**src/rtl/ledtw_pkg.sv**
```systemverilog
`timescale 1ns / 1ps

package ledtw_pkg;

  // Item command codes
  typedef enum logic [1:0] {
    CMD_WRITE = 2'd0,
    CMD_START = 2'd1,
    CMD_TICK  = 2'd2,
    CMD_NONE  = 2'd3
  } cmd_t;

  // Bytes sent on the two-wire bus, and the brightness mask and reset value
  localparam logic [7:0] BYTE_DATA_CMD = 8'h40;
  localparam logic [7:0] BYTE_ADDR_CMD = 8'hC0;
  localparam logic [7:0] BYTE_CTRL_CMD = 8'h80;
  localparam logic [7:0] BYTE_KEYS_CMD = 8'h42;
  localparam logic [7:0] BYTE_CTRL_ON  = 8'h08;
  localparam logic [2:0] BRIGHT_MASK   = 3'h7;
  localparam logic [2:0] BRIGHT_RESET  = 3'd5;

  // One input item
  typedef struct packed {
    logic [1:0] cmd;
    logic [2:0] digit_index;
    logic [7:0] segment_bits;
    logic       dio_in;
  } item_t;

  // One result item
  typedef struct packed {
    logic       clk_level;
    logic       dio_level;
    logic       dio_release;
    logic       busy_res;
    logic [7:0] key_code;
    logic       key_valid;
  } result_t;

endpackage

```
**src/rtl/ledtw_if.sv**
```systemverilog
`timescale 1ns / 1ps

// Input item channel
interface ledtw_item_if;
  logic       valid;
  logic       ready;
  logic [1:0] cmd;
  logic [2:0] digit_index;
  logic [7:0] segment_bits;
  logic       dio_in;

  modport source (output valid, cmd, digit_index, segment_bits, dio_in, input ready);
  modport sink   (input valid, cmd, digit_index, segment_bits, dio_in, output ready);
endinterface

// Result item channel
interface ledtw_result_if;
  logic       valid;
  logic       ready;
  logic       clk_level;
  logic       dio_level;
  logic       dio_release;
  logic       busy_res;
  logic [7:0] key_code;
  logic       key_valid;

  modport source (output valid, clk_level, dio_level, dio_release, busy_res, key_code,
                  key_valid, input ready);
  modport sink   (input valid, clk_level, dio_level, dio_release, busy_res, key_code,
                  key_valid, output ready);
endinterface

```
**src/rtl/ledtw_store.sv**
```systemverilog
`timescale 1ns / 1ps

// Digit segment store: one write port, one combinational read port.
// Entries beyond DEPTH are ignored on write and read as zero.
module ledtw_store #(
  parameter int DEPTH = 4
) (
  input  logic       clk,
  input  logic       rst,
  input  logic       we,
  input  logic [2:0] waddr,
  input  logic [7:0] wdata,
  input  logic [2:0] raddr,
  output logic [7:0] rdata
);

  localparam int IW = (DEPTH > 1) ? $clog2(DEPTH) : 1;
  localparam logic [2:0] DEPTH_W = 3'(DEPTH);

  logic [7:0] mem [DEPTH];

  // write, cleared on reset
  always_ff @(posedge clk) begin
    if (rst) begin
      for (int i = 0; i < DEPTH; i++) mem[i] <= 8'd0;
    end else if (we && (waddr < DEPTH_W)) begin
      mem[waddr[IW-1:0]] <= wdata;
    end
  end

  // read
  assign rdata = (raddr < DEPTH_W) ? mem[raddr[IW-1:0]] : 8'd0;

endmodule

```
**src/rtl/ledtw_seq.sv**
```systemverilog
`timescale 1ns / 1ps

// Frame sequencer: one item per step, each tick is one half-bit phase.
module ledtw_seq #(
  parameter int DIGITS = 4
) (
  input  logic              clk,
  input  logic              rst,
  input  logic              step,
  input  ledtw_pkg::item_t  item,
  input  logic [2:0]        brightness,
  output ledtw_pkg::result_t res
);

  typedef enum logic [3:0] {
    PH_IDLE     = 4'd0,
    PH_S1_START = 4'd1,
    PH_S1_BYTE  = 4'd2,
    PH_S1_STOP  = 4'd3,
    PH_S2_START = 4'd4,
    PH_S2_ADDR  = 4'd5,
    PH_S2_DATA  = 4'd6,
    PH_S2_STOP  = 4'd7,
    PH_S3_START = 4'd8,
    PH_S3_CTRL  = 4'd9,
    PH_S3_STOP  = 4'd10,
    PH_S4_START = 4'd11,
    PH_S4_CMD   = 4'd12,
    PH_S4_READ  = 4'd13,
    PH_S4_STOP  = 4'd14
  } phase_t;

  localparam logic [2:0] DIGITS_W = 3'(DIGITS);

  phase_t     phase, phase_next;
  logic [7:0] shift_byte, shift_byte_next;
  logic [3:0] bit_cnt, bit_cnt_next;
  logic [2:0] byte_cnt, byte_cnt_next;
  logic       half, half_next;
  logic [7:0] key_reg, key_reg_next;
  logic       pin_clk, pin_clk_next;
  logic       pin_dio, pin_dio_next;
  logic       pin_rel, pin_rel_next;
  logic       done;
  logic [2:0] byte_inc;
  logic [2:0] rd_addr;
  logic [7:0] rd_data;
  logic [7:0] ctrl_byte;
  logic       store_we;

  assign byte_inc  = byte_cnt + 3'd1;
  assign rd_addr   = (phase == PH_S2_DATA) ? byte_inc : 3'd0;
  assign ctrl_byte = (ledtw_pkg::BYTE_CTRL_CMD | ledtw_pkg::BYTE_CTRL_ON)
                     + {5'd0, brightness & ledtw_pkg::BRIGHT_MASK};
  assign store_we  = step && (ledtw_pkg::cmd_t'(item.cmd) == ledtw_pkg::CMD_WRITE);

  ledtw_store #(.DEPTH(DIGITS)) u_store (
    .clk  (clk),
    .rst  (rst),
    .we   (store_we),
    .waddr(item.digit_index),
    .wdata(item.segment_bits),
    .raddr(rd_addr),
    .rdata(rd_data)
  );

  // next-state logic for one item
  always_comb begin
    phase_next      = phase;
    shift_byte_next = shift_byte;
    bit_cnt_next    = bit_cnt;
    byte_cnt_next   = byte_cnt;
    half_next       = half;
    key_reg_next    = key_reg;
    pin_clk_next    = pin_clk;
    pin_dio_next    = pin_dio;
    pin_rel_next    = pin_rel;
    done            = 1'b0;

    if (step) begin
      unique case (ledtw_pkg::cmd_t'(item.cmd))
        ledtw_pkg::CMD_START: begin
          if (phase == PH_IDLE) begin
            phase_next    = PH_S1_START;
            half_next     = 1'b0;
            bit_cnt_next  = 4'd0;
            byte_cnt_next = 3'd0;
          end
        end
        ledtw_pkg::CMD_TICK: begin
          unique case (phase)
            PH_IDLE: begin
            end
            // start condition, then load the byte of the next phase
            PH_S1_START, PH_S2_START, PH_S3_START, PH_S4_START: begin
              if (!half) begin
                {pin_clk_next, pin_dio_next, pin_rel_next} = 3'b110;
                half_next = 1'b1;
              end else begin
                {pin_clk_next, pin_dio_next, pin_rel_next} = 3'b100;
                half_next     = 1'b0;
                bit_cnt_next  = 4'd0;
                byte_cnt_next = 3'd0;
                unique case (phase)
                  PH_S1_START: begin
                    phase_next      = PH_S1_BYTE;
                    shift_byte_next = ledtw_pkg::BYTE_DATA_CMD;
                  end
                  PH_S2_START: begin
                    phase_next      = PH_S2_ADDR;
                    shift_byte_next = ledtw_pkg::BYTE_ADDR_CMD;
                  end
                  PH_S3_START: begin
                    phase_next      = PH_S3_CTRL;
                    shift_byte_next = ctrl_byte;
                  end
                  default: begin
                    phase_next      = PH_S4_CMD;
                    shift_byte_next = ledtw_pkg::BYTE_KEYS_CMD;
                  end
                endcase
              end
            end
            // byte out LSB first, then one ack clock
            PH_S1_BYTE, PH_S2_ADDR, PH_S2_DATA, PH_S3_CTRL, PH_S4_CMD: begin
              if (!bit_cnt[3]) begin
                pin_dio_next = shift_byte[0];
                pin_rel_next = 1'b0;
                if (!half) begin
                  pin_clk_next = 1'b0;
                  half_next    = 1'b1;
                end else begin
                  pin_clk_next    = 1'b1;
                  half_next       = 1'b0;
                  shift_byte_next = {1'b0, shift_byte[7:1]};
                  bit_cnt_next    = bit_cnt + 4'd1;
                end
              end else if (!half) begin
                {pin_clk_next, pin_dio_next, pin_rel_next} = 3'b001;
                half_next = 1'b1;
              end else begin
                {pin_clk_next, pin_dio_next, pin_rel_next} = 3'b101;
                half_next    = 1'b0;
                bit_cnt_next = 4'd0;
                unique case (phase)
                  PH_S2_DATA: begin
                    byte_cnt_next = byte_inc;
                    if (byte_inc < DIGITS_W) shift_byte_next = rd_data;
                    else phase_next = PH_S2_STOP;
                  end
                  PH_S2_ADDR: begin
                    phase_next      = PH_S2_DATA;
                    byte_cnt_next   = 3'd0;
                    shift_byte_next = rd_data;
                  end
                  PH_S4_CMD: begin
                    phase_next      = PH_S4_READ;
                    shift_byte_next = 8'd0;
                  end
                  PH_S1_BYTE: phase_next = PH_S1_STOP;
                  default:    phase_next = PH_S3_STOP;
                endcase
              end
            end
            // key bits in MSB first, then one ack clock
            PH_S4_READ: begin
              pin_dio_next = 1'b0;
              pin_rel_next = 1'b1;
              if (!half) begin
                pin_clk_next = 1'b0;
                half_next    = 1'b1;
                if (!bit_cnt[3]) shift_byte_next = {shift_byte[6:0], item.dio_in};
              end else begin
                pin_clk_next = 1'b1;
                half_next    = 1'b0;
                if (!bit_cnt[3]) begin
                  bit_cnt_next = bit_cnt + 4'd1;
                end else begin
                  bit_cnt_next = 4'd0;
                  phase_next   = PH_S4_STOP;
                end
              end
            end
            // stop condition over three ticks
            PH_S1_STOP, PH_S2_STOP, PH_S3_STOP, PH_S4_STOP: begin
              half_next = 1'b0;
              if (bit_cnt == 4'd0) begin
                {pin_clk_next, pin_dio_next, pin_rel_next} = 3'b000;
                bit_cnt_next = 4'd1;
              end else if (bit_cnt == 4'd1) begin
                {pin_clk_next, pin_dio_next, pin_rel_next} = 3'b100;
                bit_cnt_next = 4'd2;
              end else begin
                {pin_clk_next, pin_dio_next, pin_rel_next} = 3'b110;
                bit_cnt_next = 4'd0;
                unique case (phase)
                  PH_S4_STOP: begin
                    key_reg_next = shift_byte;
                    phase_next   = PH_IDLE;
                    done         = 1'b1;
                  end
                  PH_S1_STOP: phase_next = PH_S2_START;
                  PH_S2_STOP: phase_next = PH_S3_START;
                  default:    phase_next = PH_S4_START;
                endcase
              end
            end
            default: begin
              phase_next   = PH_IDLE;
              half_next    = 1'b0;
              bit_cnt_next = 4'd0;
            end
          endcase
        end
        default: begin
        end
      endcase
    end
  end

  // state registers
  always_ff @(posedge clk) begin
    if (rst) begin
      phase      <= PH_IDLE;
      shift_byte <= 8'd0;
      bit_cnt    <= 4'd0;
      byte_cnt   <= 3'd0;
      half       <= 1'b0;
      key_reg    <= 8'd0;
      pin_clk    <= 1'b1;
      pin_dio    <= 1'b1;
      pin_rel    <= 1'b0;
    end else begin
      phase      <= phase_next;
      shift_byte <= shift_byte_next;
      bit_cnt    <= bit_cnt_next;
      byte_cnt   <= byte_cnt_next;
      half       <= half_next;
      key_reg    <= key_reg_next;
      pin_clk    <= pin_clk_next;
      pin_dio    <= pin_dio_next;
      pin_rel    <= pin_rel_next;
    end
  end

  // result of the item being stepped
  always_comb begin
    res.clk_level   = pin_clk_next;
    res.dio_level   = pin_dio_next;
    res.dio_release = pin_rel_next;
    res.busy_res    = (phase_next != PH_IDLE);
    res.key_code    = key_reg_next;
    res.key_valid   = done;
  end

endmodule

```
**src/rtl/led_display_two_wire_refresh_master.sv**
```systemverilog
`timescale 1ns / 1ps
// Throughput: one item per cycle while the result side takes results; every
// item, tick or write, is one step. An accepted item goes through the input
// register, then a sequencer step into the result register, held until taken.
// Reset (rst, synchronous): frame idle, digit store and key byte zero,
// brightness 5, bus idle (clock high, data high, driven); no result pending.
module led_display_two_wire_refresh_master #(
  parameter int DIGITS = 4
) (
  input  logic                  clk,
  input  logic                  rst,
  ledtw_item_if.sink            req,
  ledtw_result_if.source        rsp,
  input  logic                  cfg_we,
  input  logic [2:0]            cfg_data
);

  logic               iv;
  ledtw_pkg::item_t   item_q;
  logic               ov;
  ledtw_pkg::result_t res_q;
  ledtw_pkg::result_t seq_res;
  logic [2:0]         brightness;
  logic               adv;

  // item moves on when the result register is free or being emptied
  assign adv       = iv && (!ov || rsp.ready);
  assign req.ready = !iv || adv;

  // brightness register
  always_ff @(posedge clk) begin
    if (rst) brightness <= ledtw_pkg::BRIGHT_RESET;
    else if (cfg_we) brightness <= cfg_data & ledtw_pkg::BRIGHT_MASK;
  end

  // input register
  always_ff @(posedge clk) begin
    if (rst) begin
      iv <= 1'b0;
    end else if (req.ready) begin
      iv <= req.valid;
    end
  end

  always_ff @(posedge clk) begin
    if (req.valid && req.ready) begin
      item_q.cmd          <= req.cmd;
      item_q.digit_index  <= req.digit_index;
      item_q.segment_bits <= req.segment_bits;
      item_q.dio_in       <= req.dio_in;
    end
  end

  ledtw_seq #(.DIGITS(DIGITS)) u_seq (
    .clk       (clk),
    .rst       (rst),
    .step      (adv),
    .item      (item_q),
    .brightness(brightness),
    .res       (seq_res)
  );

  // result register
  always_ff @(posedge clk) begin
    if (rst) begin
      ov <= 1'b0;
    end else if (adv) begin
      ov <= 1'b1;
    end else if (rsp.ready) begin
      ov <= 1'b0;
    end
  end

  always_ff @(posedge clk) begin
    if (adv) res_q <= seq_res;
  end

  assign rsp.valid       = ov;
  assign rsp.clk_level   = res_q.clk_level;
  assign rsp.dio_level   = res_q.dio_level;
  assign rsp.dio_release = res_q.dio_release;
  assign rsp.busy_res    = res_q.busy_res;
  assign rsp.key_code    = res_q.key_code;
  assign rsp.key_valid   = res_q.key_valid;

  // a completed frame leaves the bus idle and the sequencer free
  a_done_idle: assert property (@(posedge clk) disable iff (rst)
    ov && res_q.key_valid |-> !res_q.busy_res && res_q.clk_level && res_q.dio_level
                              && !res_q.dio_release)
    else $error("frame completion without idle bus");

  // released data pin is reported low
  a_release_low: assert property (@(posedge clk) disable iff (rst)
    ov && res_q.dio_release |-> !res_q.dio_level)
    else $error("data level driven while released");

  // a held item is not dropped while the result side stalls
  a_hold_item: assert property (@(posedge clk) disable iff (rst)
    iv && !adv |=> iv)
    else $error("input item lost under stall");

  // a stepped item always lands in the result register
  a_step_result: assert property (@(posedge clk) disable iff (rst)
    adv |=> ov)
    else $error("stepped item produced no result");

endmodule

```
**src/flat_wrapper.sv**
```systemverilog
// flat-port wrapper written by rule: the top's interface ports become plain ports
module led_display_two_wire_refresh_master_flat 
#(
  parameter int DIGITS = 4
)
  (clk, rst, cfg_we, cfg_data, req_valid, req_cmd, req_digit_index, req_segment_bits, req_dio_in, req_ready, rsp_valid, rsp_clk_level, rsp_dio_level, rsp_dio_release, rsp_busy_res, rsp_key_code, rsp_key_valid, rsp_ready);
  ledtw_item_if req_i ();
  ledtw_result_if rsp_i ();
  input  logic clk;
  input  logic rst;
  input  logic cfg_we;
  input  logic [2:0] cfg_data;
  input wire logic [$bits(req_i.valid)-1:0] req_valid;
  input wire logic [$bits(req_i.cmd)-1:0] req_cmd;
  input wire logic [$bits(req_i.digit_index)-1:0] req_digit_index;
  input wire logic [$bits(req_i.segment_bits)-1:0] req_segment_bits;
  input wire logic [$bits(req_i.dio_in)-1:0] req_dio_in;
  output wire logic [$bits(req_i.ready)-1:0] req_ready;
  output wire logic [$bits(rsp_i.valid)-1:0] rsp_valid;
  output wire logic [$bits(rsp_i.clk_level)-1:0] rsp_clk_level;
  output wire logic [$bits(rsp_i.dio_level)-1:0] rsp_dio_level;
  output wire logic [$bits(rsp_i.dio_release)-1:0] rsp_dio_release;
  output wire logic [$bits(rsp_i.busy_res)-1:0] rsp_busy_res;
  output wire logic [$bits(rsp_i.key_code)-1:0] rsp_key_code;
  output wire logic [$bits(rsp_i.key_valid)-1:0] rsp_key_valid;
  input wire logic [$bits(rsp_i.ready)-1:0] rsp_ready;
  assign req_i.valid = req_valid;
  assign req_i.cmd = req_cmd;
  assign req_i.digit_index = req_digit_index;
  assign req_i.segment_bits = req_segment_bits;
  assign req_i.dio_in = req_dio_in;
  assign req_ready = req_i.ready;
  assign rsp_valid = rsp_i.valid;
  assign rsp_clk_level = rsp_i.clk_level;
  assign rsp_dio_level = rsp_i.dio_level;
  assign rsp_dio_release = rsp_i.dio_release;
  assign rsp_busy_res = rsp_i.busy_res;
  assign rsp_key_code = rsp_i.key_code;
  assign rsp_key_valid = rsp_i.key_valid;
  assign rsp_i.ready = rsp_ready;
  led_display_two_wire_refresh_master #(.DIGITS(DIGITS)) u_core (.clk(clk), .rst(rst), .req(req_i), .rsp(rsp_i), .cfg_we(cfg_we), .cfg_data(cfg_data));
endmodule
```
**config.mk**
```make
export PLATFORM = sky130hd
export DESIGN_NAME = led_display_two_wire_refresh_master_flat
export DESIGN_NICKNAME = d
export VERILOG_FILES = /design/src/rtl/ledtw_pkg.sv /design/src/rtl/ledtw_if.sv /design/src/rtl/ledtw_store.sv /design/src/rtl/ledtw_seq.sv /design/src/rtl/led_display_two_wire_refresh_master.sv /design/src/flat_wrapper.sv
export SDC_FILE = /design/constraint.sdc
export NUM_CORES = 1
export LEC_CHECK = 0
export ABC_AREA = 1
export ABC_CLOCK_PERIOD_IN_PS = 4350
export BUFFER_PORTS_ARGS = -buffer_cell sky130_fd_sc_hd__buf_2
export CORE_MARGIN = 5
export CORE_UTILIZATION = 50
export DETAILED_ROUTE_END_ITERATION = 16
export PLACE_DENSITY_LB_ADDON = 0.25
export SYNTH_ARGS = -nofsm -noshare
export SYNTH_HDL_FRONTEND = slang
export SYNTH_HIERARCHICAL = 1
export SYNTH_SLANG_ARGS = --single-unit
```
**constraint.sdc**
```tcl
create_clock -name clk -period 4.35 [get_ports clk]
set_clock_uncertainty 0.2 [all_clocks]
set_input_delay 0.87 -clock clk [delete_from_list [all_inputs] [get_ports clk]]
set_output_delay 0.87 -clock clk [all_outputs]
set_load 0.01 [all_outputs]
```
Word level (Yosys, flattened, before mapping)
Memories as Yosys holds them, arrays and structs flattened.
Index checks and enable logic that the tools add are counted.
Word-level totals
  bits of input ports: 22
  bits in registers: 63
  memory bits (writable): 32
  memories kept: 1
  output and inout port bits: 15
  word-level logic and storage cells: 172
Operators by class
  bitwise gates (word level): 2
  order comparisons: 3
  multiplexer cells: 81
  $add $sub $neg: 3
  eq/ne operators: 31
  reductions and logical operators: 28
Memories
  u_core.u_seq.u_store.mem: words 4, bits a word 8, rd ports 1, clocked after Yosys merged registers in 0, write ports 4, line ledtw_store.sv:20  | logic [7:0] mem [DEPTH];
Operator list (count)
  $mux 8: 15
  $pmux 8 s3: 3
  $mux 4: 17
  $pmux 4 s5: 2
  $eq 4x4->1 const B: 7
  $pmux 4 s3: 2
  $mux 1: 23
  $pmux 3 s2: 3
  $eq 4x3->1 const B: 4
  $pmux 4 s2: 2
  $pmux 4 s4: 1
  $reduce_or 8->1: 2
  $mux 3: 5
  $ne 2x2->1 const B: 6
  $ne 3x3->1 const B: 4
  $reduce_or 4->1: 3
  $reduce_or 10->1: 1
  $lt 3x3->1 const B: 3
  $reduce_and 9->1: 1
  $add 8x3->8 const A: 1
  $eq 4x1->1 const B: 2
  $eq 4x2->1 const B: 2
  $logic_not 4->1: 2
  $ne 4x4->1 const B: 2
  24 further kinds: 35

Logic depth before layout (Yosys ltp)
Gate-level depths: netlist (run 1).
  word-level depth: 10
  depth in mapped cells: 18
  gate-level depth less buffers: 16

Hierarchy
The synthesis (run 1) kept the hierarchy.
Modules (own cells, without submodules)
  ledtw_seq: seq. area each 620.6 um2, times used 1, area each 2558.7 um2, cells an instance 414
  ledtw_store: seq. area each 960.9 um2, times used 1, area each 1602.8 um2, cells an instance 180
  led_display_two_wire_refresh_master: seq. area each 910.9 um2, times used 1, area each 1007.2 um2, cells an instance 53

Worst setup path after synthesis (run 1)
OpenSTA, ideal clock, no wires.
  path kind: input-to-reg
  start: input rsp_ready
  end: register u_core.res_q, in the netlist u_core/rsp.key_code[6] (data pin)
  setup time: 0.254 ns
  path buffers: 1
  arrival time: 2.700 ns
  data required time: 3.896 ns
  setup slack: 1.196 ns
  stages on the path: 8
  cell sequence: inv_1 a21oi_1 nand2_1 nor3_4 buf_6 nand2_2 o21ai_2 inv_1
RTL lines
  start: declaration: line flat_wrapper.sv:26  | input wire logic [$bits(rsp_i.ready)-1:0] rsp_ready;
  end signal: assignment: line led_display_two_wire_refresh_master.sv:75  | if (adv) res_q <= seq_res;
  end: declaration: line led_display_two_wire_refresh_master.sv:21  | ledtw_pkg::result_t res_q;

Worst setup path in the final report (run 1)
  start: register u_core.u_seq.phase[1]
  end: register u_core.u_seq.shift_byte[4]
On the way
  longest elaborated chain between the ends: 9
  elaborated cells on any way between the ends: 31
  those cells by class: order compare: 1; eq/ne: 16; mux: 9; reduce/logical: 4; memory: 1
Ends and longest elaborated chain
  start: declaration: line ledtw_seq.sv:35  | phase_t phase, phase_next;
  start signal: assignment: line ledtw_seq.sv:234  | phase <= phase_next;
  $eq 4x3->1 (*): line ledtw_seq.sv:52  | assign rd_addr = (phase == PH_S2_DATA) ? byte_inc : 3'd0;
  $mux 3 (*): line ledtw_seq.sv:52
  named net u_core.u_seq.rd_addr[1]: line ledtw_seq.sv:46  | logic [2:0] rd_addr;
  $lt 3x3->1 / $mem_v2 4x8 (equally long branches)
  $mux 8 (*): line ledtw_store.sv:32  | assign rdata = (raddr < DEPTH_W) ? mem[raddr[IW-1:0]] : 8'd0;
  named net u_core.u_seq.rd_data[4]: line ledtw_seq.sv:47  | logic [7:0] rd_data;
  $mux 8: line ledtw_seq.sv:148  | if (byte_inc < DIGITS_W) shift_byte_next = rd_data;
  $pmux 8 s3 (*): line ledtw_seq.sv:145  | unique case (phase)
  $mux 8 (*): line ledtw_seq.sv:138  | end else if (!half) begin
  $mux 8 (*): line ledtw_seq.sv:126  | if (!bit_cnt[3]) begin
  $pmux 8 s3 (*): line ledtw_seq.sv:91  | unique case (phase)
  end signal: assignment: line ledtw_seq.sv:235  | shift_byte <= shift_byte_next;
  end: declaration: line ledtw_seq.sv:36  | logic [7:0] shift_byte, shift_byte_next;
Mark *: on every way through the listed nets, which the timed path passes. The rest lies on a longest branch. The select of a mux whose other input is x is not followed.
A chain may end at the register's enable or synchronous reset.

==> metrics, run 1 <==
CTS tree done; Yosys reg bits 95; Yosys Warn Count 6; Setup Crit Path Kind reg -> reg; CTS resizes 0; Mapped Nets 677; CP Launch Point u_core/u_seq/phase[1]; type of the worst min-delay path reg -> reg; Ant. Diodes 0; syn_area_per_cell 7.99 µm²; Setup TNS 0 ns; Place WS 1.31 ns; Core Region 10200 µm²; Detail Route Antenna Nets 0; GR Util met2 0.335; Slowest Stage Delay on Critical Path 0.58 ns; WP buf/inv 2; initial antenna violation count 0; Top Registers u_core/u_seq/u_store/mem x32, u_core/item_q x14; post-layout instance count excluding filler cells 819; mux contribution to synthesized area 0; Crit Path Max Fanout 9; Tmin final 3.10 ns; Post-Synth Adder-Cell Area 0.0194; global-route wire length before repair 20600 µm; reg2reg setup slack 1.25 ns; slew margin rel. 0.465; fillcell total 956; sequential-to-total area share from yosys stat 0.482; final core occ 0.551; Clock Power Share 0.344; area grow syn2layout 8.55%; vias post-DR 4223; Int Pwr 0.00128 W; chip height 112 µm; fin nets 708; logic gate share of total power 0.064; initial core utilization 0.507; r2r endpoint u_core/u_seq/shift_byte[4]; Total GRT Usage 0.205; # Post-CTS Setup Buffers 0; final wirelength 12000 µm; sequential cell area 2490 µm²; Final Hold Viols 0; Crit path depth 13; crit start category flop; xor-xnor portion of the synthesized cell area 0.00339; Initial DRC Count 321; HPWL after DPL 9020 µm; simple-gate share of the synthesized area 0.315; worst reg-to-reg path cell count 13; hold bufs inserted after CTS 0; GR Util met1 0.260; post-synth cell types 45; clock root buffer clkbuf_8; fmax 0.322 GHz; Post-synth EDFFs 59; cell with the most instances after synthesis nand2_1; largest family of logic cells by synthesized area simple AND/OR/NAND/NOR gates; Ports 37; Slew @ Worst Pin 0.800 ns; DIE AREA 12500 µm²; synth top area cells edfxtp_1 (34%), dfxtp_1 (14%), nand2_1 (11%); DR DRC count 0; post-synthesis cell count 647; synth cell count leaders nand2_1 (156), inv_1 (94), nor2_1 (89), edfxtp_1 (59), nand3_1 (50); cell repeated most along the worst path nor2_1; count of pins over their slew limit 0; max cap viols 0; Max VDD drop 0.297 mV; first drt pass iteration count 5; clk slew on worst S/H paths 0.09 ns; Die X-Extent 112 µm; grt total ovfl 0; status complete, no violations; Worst setup EP type flop; area of the multi-input gates 2160 µm²; FF-to-FF Start u_core/u_seq/phase[1]; Num CTS Buffers 9; GPL Wtd Cong 0.925; Final period util 0.714; max reg flops 32; routed length per instance 14.6 µm; Most flops, register u_core/u_seq/u_store/mem; Crit-path slowest cell nor2_1; Worst-Skew Late Latency 0.37 ns; most area-hungry cell type in the Yosys netlist edfxtp_1; clk sinks 95; vias per inst 5.16; top cell type's share of synthesized area 0.343; switching share of power 0.239; dpl cells 803; RSZ-0062 raised after global routing no; ys flop type edfxtp_1; row count 37; largest net degree at the start of global routing 23; crit path cell chain inv_2, nor2_1, nand2_1, nor2_1, inv_1, nand3_1, a21oi_1, nor2_1, a21oi_1, a31oi_1, nand3_1, nand2_1, nor2_2; switching pwr 0.000404 W; Post-synth ARST share 0; Synth Area in Compound Gates 0.0792; CP required 4.42 ns; GR peak layer met2; setup ws final 1.25 ns; H-tree level count 3; Crit path max-delay family simple AND/OR/NAND/NOR gates; cell area after synthesis 5170 µm²; PortBufs 36; Lkg Pwr 2.55 nW; Max Root-Sink Buffers 2; Final setup viols 0; vias in the first global route 4271; Seq pwr share 0.592; Power Dens Cells 301 nW/µm²; share of cells above drive strength 1 0.177; GR Util met3 0.0516; WP data arrival 3.18 ns; worst setup path endpoint u_core/u_seq/shift_byte[4]
[kinds of logic (layout without fill, tap and decap cells)]
logic type / count (synthesis) / after routing
simple gates: 353 / 353
buf+inv: 122 / 158
flops: 95 / 95
compound gates: 67 / 67
fa+ha+maj: 8 / 8
xor+xnor: 2 / 2
[cells in the final DEF, fill, tap and decap left out, types with 2 or more instances in the layout]
cell type,count
nor2_2,21
o21ai_0,16
nor2_4,5
inv_1,94
nand3_1,50
inv_2,7
buf_2,36
o211ai_1,2
nand2_2,12
o22ai_1,2
dfxtp_1,36
nor2_1,89
a31oi_1,2
ha_1,8
clkbuf_8,9
nand2_1,156
nand4_1,5
xor2_1,2
a21oi_1,27
nor3_1,4
edfxtp_1,59
o31ai_1,2
clkinv_1,2
clkinv_4,2
buf_4,3
nand2_4,2
a21oi_2,2
o21ai_2,8
[metrics by stage]
stage,total power [W],hold WS [ns],area (µm²)
CTS,0.00171,0.289,5610
floorplan,0.00109,0.229,5170
global placement,0.00113,0.262,5410
global route,0.00177,0.318,5610
detailed placement,0.00113,0.266,5410
finish,0.00169,0.285,5610
[tightest hold or removal path, cell delays in order (launching register included)]
cell	delay [ns]
dfxtp_1	0.35
nor2_2	0.05
nor2_2	0.06
[power by group through the flow]
stage | Clock [W] | Combinational [W] | Sequential [W]
detailed placement | 0 | 0.000108 | 0.00102
finish | 0.000581 | 0.000108 | 0.000999
CTS | 0.000601 | 0.000109 | 0.000999
floorplan | 0 | 0.0000704 | 0.00102
global placement | 0 | 0.000107 | 0.00102
global route | 0.000642 | 0.000124 | 0.00100
[how the worst min path moves through the flow]
stage                          startpoint                    endpoint  slack [ns]  depth (start not counted)
3_3_place_gp   u_core/u_seq/shift_byte[4]  u_core/u_seq/shift_byte[4]        0.26                          2
2_1_floorplan        u_core/brightness[2]        u_core/brightness[2]        0.23                          2
5_1_grt        u_core/u_seq/shift_byte[7]  u_core/u_seq/shift_byte[7]        0.32                          2
4_1_cts        u_core/u_seq/shift_byte[2]  u_core/u_seq/shift_byte[2]        0.29                          2
3_5_place_dp   u_core/u_seq/shift_byte[2]  u_core/u_seq/shift_byte[2]        0.27                          2
6_report       u_core/u_seq/shift_byte[2]  u_core/u_seq/shift_byte[2]        0.29                          2
[cell type report]
cell class,count,share of cell area
flip-flops and latches,95,0.444
well taps,136,0.0303
clock inverters,7,0.0129
clock buffers,9,0.0221
repair buffers,39,0.0361
inverters,103,0.0694
multi-input cells,430,0.385
[routing by layer]
layer	vias up	part of all wire
li1	2107	-
met1	1943	0.43
met2	141	0.47
met3	32	0.073
met4	0	0.032
met5	-	0
No activity file was read; power rests on OpenSTA's default activity.
==> run 2, diff against run 1 <==
--- a/config.mk
+++ b/config.mk
@@ -6,7 +6,7 @@
 export NUM_CORES = 1
 export LEC_CHECK = 0
 export ABC_AREA = 1
-export ABC_CLOCK_PERIOD_IN_PS = 4350
+export ABC_CLOCK_PERIOD_IN_PS = 3240
 export BUFFER_PORTS_ARGS = -buffer_cell sky130_fd_sc_hd__buf_2
 export CORE_MARGIN = 5
 export CORE_UTILIZATION = 50
==> constraint.sdc (replaced) <==
create_clock -name clk -period 3.24 [get_ports clk]
set_clock_uncertainty 0.2 [all_clocks]
set_input_delay 0.648 -clock clk [delete_from_list [all_inputs] [get_ports clk]]
set_output_delay 0.648 -clock clk [all_outputs]
set_load 0.01 [all_outputs]
==> metrics, run 2 (synthesized netlist as in run 1, its figures left out) <==
status complete, no violations; GPL Wtd Cong 0.944; Num CTS Buffers 9; r2r endpoint u_core/u_seq/shift_byte[4]; initial core utilization 0.507; routed length per instance 15.1 µm; final wirelength 12500 µm; Crit Path Max Fanout 17; initial antenna violation count 0; hold wc startpoint req_dio_in; Setup Crit Path Kind reg -> reg; switching share of power 0.233; Lkg Pwr 2.59 nW; Ant. Diodes 0; Final period util 0.845; global-route wire length before repair 20700 µm; Die X-Extent 112 µm; Top Registers u_core/u_seq/u_store/mem x32, u_core/item_q x14; vias per inst 5.27; commonest non-fill, non-tap cell in the layout nand2_1; fin nets 712; Max VDD drop 0.438 mV; fillcell total 964; PortBufs 36; Power Dens Cells 420 nW/µm²; switching pwr 0.000555 W; Initial DRC Count 394; count of pins over their slew limit 0; most frequent cells in the layout nand2_1 (156), inv_1 (94), nor2_1 (89), edfxtp_1 (59), nand3_1 (50); HPWL after DPL 9300 µm; clock root buffer clkbuf_8; Setup TNS 0 ns; Seq pwr share 0.562; chip height 112 µm; grt total ovfl 0; max reg flops 32; Worst-Skew Late Latency 0.37 ns; fmax 0.365 GHz; Worst setup EP type flop; Hold Slack 0.243 ns; CTS tree done; type of the worst min-delay path in -> reg; max cap viols 0; Final setup viols 0; Clock Power Share 0.375; first drt pass iteration count 6; vias post-DR 4340; share of cells above drive strength 1 0.182; crit start category flop; logic gate share of total power 0.063; H-tree level count 3; Most flops, register u_core/u_seq/u_store/mem; clk slew on worst S/H paths 0.10 ns; final core occ 0.557; largest net degree at the start of global routing 23; Crit-path slowest cell dfxtp_1; DR DRC count 0; WHS Endpoint u_core/item_q[0]; slew margin rel. 0.624; crit path cell chain inv_2, nor2_1, nand2_1, nor2_1, buf_4, inv_2, nand2_1, nand3_1, a21oi_1, nor2_1, a21oi_1, a31oi_1, nand3_1, nand2_1, nor2_2; Core Region 10200 µm²; Final Hold Viols 0; worst reg-to-reg path cell count 15; FF-to-FF Start u_core/u_seq/phase[1]; Slew @ Worst Pin 0.562 ns; RSZ-0062 raised after global routing no; Int Pwr 0.00183 W; reg2reg setup slack 0.50 ns; Tmin final 2.74 ns; CTS resizes 0; DIE AREA 12500 µm²; Slowest Stage Delay on Critical Path 0.51 ns; hold bufs inserted after CTS 0; # Post-CTS Setup Buffers 0; WP data arrival 2.86 ns; Total GRT Usage 0.207; worst hold path depth 1; clk sinks 95; Detail Route Antenna Nets 0; vias in the first global route 4289; CP required 3.36 ns; area grow syn2layout 9.76%; row count 37; Ports 37; Max Root-Sink Buffers 2
## run 2: through the flow
stage          area (µm²)  power (W)  worst slack (ns)  std cells
2_1_floorplan        5170    0.00146             0.308        647
3_3_place_gp         5440    0.00152             0.591        807
3_5_place_dp         5440    0.00152             0.610        807
4_1_cts              5670    0.00241             0.577        823
5_1_grt              5670    0.00249             0.264        823
6_report             5670    0.00239             0.501        823
## run 2: metal layers
| layer | track usage | part of all wire |
|---|---|---|
| met1 | 0.257 | 0.42 |
| met2 | 0.346 | 0.49 |
| met3 | 0.0424 | 0.059 |
| met4 | 0.0981 | 0.030 |
| met5 | 0 | 0 |
## run 2: worst max path at each step
stage | start | to | slack [ns] | cells after the start
finish | u_core/u_seq/phase[1] | u_core/u_seq/shift_byte[4] | 0.50 | 15
global route | u_core/u_seq/phase[1] | u_core/u_seq/shift_byte[1] | 0.26 | 17
CTS | u_core/u_seq/phase[1] | u_core/u_seq/shift_byte[1] | 0.58 | 17
detailed placement | u_core/u_seq/phase[1] | u_core/u_seq/shift_byte[1] | 0.61 | 17
global placement | u_core/u_seq/phase[1] | u_core/u_seq/shift_byte[6] | 0.59 | 17
floorplan | rsp_ready | u_core/rsp.key_code[6] | 0.31 | 8
## run 2: area by class of cell
cell class / instances / area (µm²) / area share
clock buffers: 11 / 141 / 0.0249
repair buffers: 43 / 233 / 0.0410
clock inverters: 5 / 87.6 / 0.0154
inverters: 103 / 389 / 0.0686
flip-flops and latches: 95 / 2490 / 0.439
well taps: 136 / 170 / 0.0300
multi-input cells: 430 / 2160 / 0.381
## run 2: power by group through the flow
stage          sequential (W)  clock [W]  combinational [W]
2_1_floorplan         0.00137          0          0.0000945
3_3_place_gp          0.00137          0           0.000147
3_5_place_dp          0.00137          0           0.000149
4_1_cts               0.00134   0.000917           0.000150
5_1_grt               0.00135   0.000974           0.000167
6_report              0.00134   0.000894           0.000150
## run 2: worst max-delay path, delay by kind of cell (launching register included)
kind            cells  cell delay (ns)
simple gates        9             1.03
flops               1             0.51
buf+inv             3             0.48
compound gates      3             0.46
==> run 3, diff against run 2 <==
--- a/config.mk
+++ b/config.mk
@@ -5,8 +5,8 @@
 export SDC_FILE = /design/constraint.sdc
 export NUM_CORES = 1
 export LEC_CHECK = 0
-export ABC_AREA = 1
-export ABC_CLOCK_PERIOD_IN_PS = 3240
+export ABC_AREA = 0
+export ABC_CLOCK_PERIOD_IN_PS = 2600
 export BUFFER_PORTS_ARGS = -buffer_cell sky130_fd_sc_hd__buf_2
 export CORE_MARGIN = 5
 export CORE_UTILIZATION = 50
==> constraint.sdc (replaced) <==
create_clock -name clk -period 2.6 [get_ports clk]
set_clock_uncertainty 0.2 [all_clocks]
set_input_delay 0.52 -clock clk [delete_from_list [all_inputs] [get_ports clk]]
set_output_delay 0.52 -clock clk [all_outputs]
set_load 0.01 [all_outputs]
==> metrics, run 3 <==
status complete, no violations; logic gate share of total power 0.068; post-synthesis cell count 490; Ports 37; Num CTS Buffers 9; most frequent cells in the layout edfxtp_1 (59), buf_2 (36), dfxtp_1 (36), nor2_1 (28), mux2i_1 (26); Most flops, register u_core/u_seq/u_store/mem; post-layout instance count excluding filler cells 661; switching pwr 0.000698 W; area of the multi-input gates 2410 µm²; ys flop type edfxtp_1; # Post-CTS Setup Buffers 0; H-tree level count 3; Initial DRC Count 298; slew margin rel. 0.477; fmax 0.405 GHz; post-route cell area 5760 µm²; Power Dens Cells 498 nW/µm²; Hold Slack 0.114 ns; Crit Path Max Fanout 8; PortBufs 36; Worst-Skew Late Latency 0.38 ns; clock root buffer clkbuf_8; Yosys reg bits 95; Ant. Diodes 0; count of pins over their slew limit 0; DIE AREA 12600 µm²; initial core utilization 0.510; Crit-path slowest cell a2111oi_2; Die X-Extent 112 µm; synth top area cells edfxtp_1 (34%), dfxtp_1 (14%), mux2i_1 (5.0%); Seq pwr share 0.582; commonest non-fill, non-tap cell in the layout edfxtp_1; Post-synth EDFFs 59; post-synth cell types 82; initial antenna violation count 0; CTS tree done; clk sinks 95; vias in the first global route 3722; max cap viols 0; Final period util 0.949; Post-DP Area 5550 µm²; grt total ovfl 0; Tmin final 2.47 ns; largest net degree at the start of global routing 41; Worst setup EP type flop; Total GRT Usage 0.185; RSZ-0062 raised after global routing no; final wirelength 11400 µm; Int Pwr 0.00217 W; Top Registers u_core/u_seq/u_store/mem x32, u_core/item_q x14; Setup Crit Path Kind reg -> reg; DR DRC count 0; Post-synth ARST share 0; most area-hungry cell type in the Yosys netlist edfxtp_1; fin nets 550; global-route wire length before repair 18900 µm; GPL Wtd Cong 0.895; cell area after synthesis 5220 µm²; Clock Power Share 0.351; Mapped Nets 520; synth cell count leaders edfxtp_1 (59), dfxtp_1 (36), nor2_1 (28), mux2i_1 (26), nor3_1 (25); routed length per instance 17.3 µm; final core occ 0.563; chip height 112 µm; CP required 2.72 ns; sequential-to-total area share from yosys stat 0.478; first drt pass iteration count 5; area grow syn2layout 10.4%; cell with the most instances after synthesis edfxtp_1; Max VDD drop 0.299 mV; fillcell total 888; type of the worst min-delay path in -> reg; Slew @ Worst Pin 0.785 ns; Yosys Warn Count 6; vias per inst 5.90; crit path cell chain ha_1, xnor2_2, nor2_1, or2_2, o22ai_1, nand2_1, a21bo_2, a2111oi_2, o21a_1; Pwr Total 0.00287 W; dpl cells 645; Detail Route Antenna Nets 0; top cell type's share of synthesized area 0.340; clk slew on worst S/H paths 0.10 ns; crit start category flop; Core Region 10200 µm²; vias post-DR 3903; WP data arrival 2.59 ns; Final setup viols 0; Slowest Stage Delay on Critical Path 0.36 ns; syn_area_per_cell 10.6 µm²; switching share of power 0.244; max reg flops 32; Final Hold Viols 0; share of cells above drive strength 1 0.210; row count 37; Max Root-Sink Buffers 2; Lkg Pwr 2.13 nW; HPWL after DPL 8160 µm; sequential cell area 2490 µm²
run 3: cell types whose count changed after synthesis, moves of 26 or more:
cell     delta
inv_1      -70
nand3_1    -48
mux2i_1    +26
nor2_1     -61
nand2_1   -142
run 3: metrics by stage:
stage | setup slack (ns) | setup TNS, ns
after floorplan | 0.0126 | 0
after global placement | 0.0506 | 0
after detailed placement | -0.0233 | -0.185
after CTS | 0.0619 | 0
after global routing | 0.00357 | 0
final | 0.131 | 0
run 3: routing by layer:
metal	part of all wire	GRT usage	wire (µm)	vias to the layer above
li1	-	-	-	1896
met1	0.44	0.239	5010	1849
met2	0.48	0.308	5490	142
met3	0.067	0.0383	762	16
met4	0.015	0.0641	175	0
met5	0	0	0	-
run 3: kinds of logic (layout without fill, tap and decap cells):
family / count (synthesis) / in the layout / share of synthesized area
xor+xnor: 5 / 5 / 0.00840
mux: 35 / 35 / 0.0693
fa+ha+maj: 9 / 9 / 0.0211
flops: 95 / 95 / 0.478
buf+inv: 63 / 98 / 0.0619
simple gates: 163 / 163 / 0.194
compound gates: 120 / 120 / 0.167
run 3: repair_timing:
action | CTS | global route
gates resized for setup | 0 | 1
hold buffers | 0 | 0
setup endpoints to repair | 0 | 1
run 3: layout make-up:
cell class,count,area share
clock buffers,12,0.0291
inverters,24,0.0156
flip-flops and latches,95,0.433
well taps,136,0.0296
repair buffers,58,0.0687
clock inverters,4,0.00587
multi-input cells,332,0.418
run 3: power by group through the flow:
stage                     combinational [W]  sequential, W  clock (W)
final                              0.000195        0.00167    0.00100
after global routing               0.000214        0.00167    0.00109
after CTS                          0.000193        0.00167    0.00102
after detailed placement           0.000192        0.00170          0
after global placement             0.000189        0.00170          0
after floorplan                    0.000122        0.00170          0
run 3: worst paths after layout:
kind / slack [ns] / cells after the start / startpoint / endpoint
worst min-delay path: 0.11 / 1 / req_segment_bits[2] / u_core/item_q[3]
worst max register to register: 0.13 / 9 / u_core/u_seq/byte_cnt[0] / u_core/u_seq/shift_byte[6]
worst max-delay path: 0.13 / 9 / u_core/u_seq/byte_cnt[0] / u_core/u_seq/shift_byte[6]
worst min register to register: 0.26 / 2 / u_core/iv / u_core/rsp.valid
run 3: critical path, delay by kind of cell, from the launching register on:
family	cells	cell delay, ns
flip-flops	1	0.35
adder cells (fa/ha/maj)	1	0.26
AND/OR/NAND/NOR	3	0.51
XOR/XNOR	1	0.18
AO/OA/AOI/OAI	4	0.91
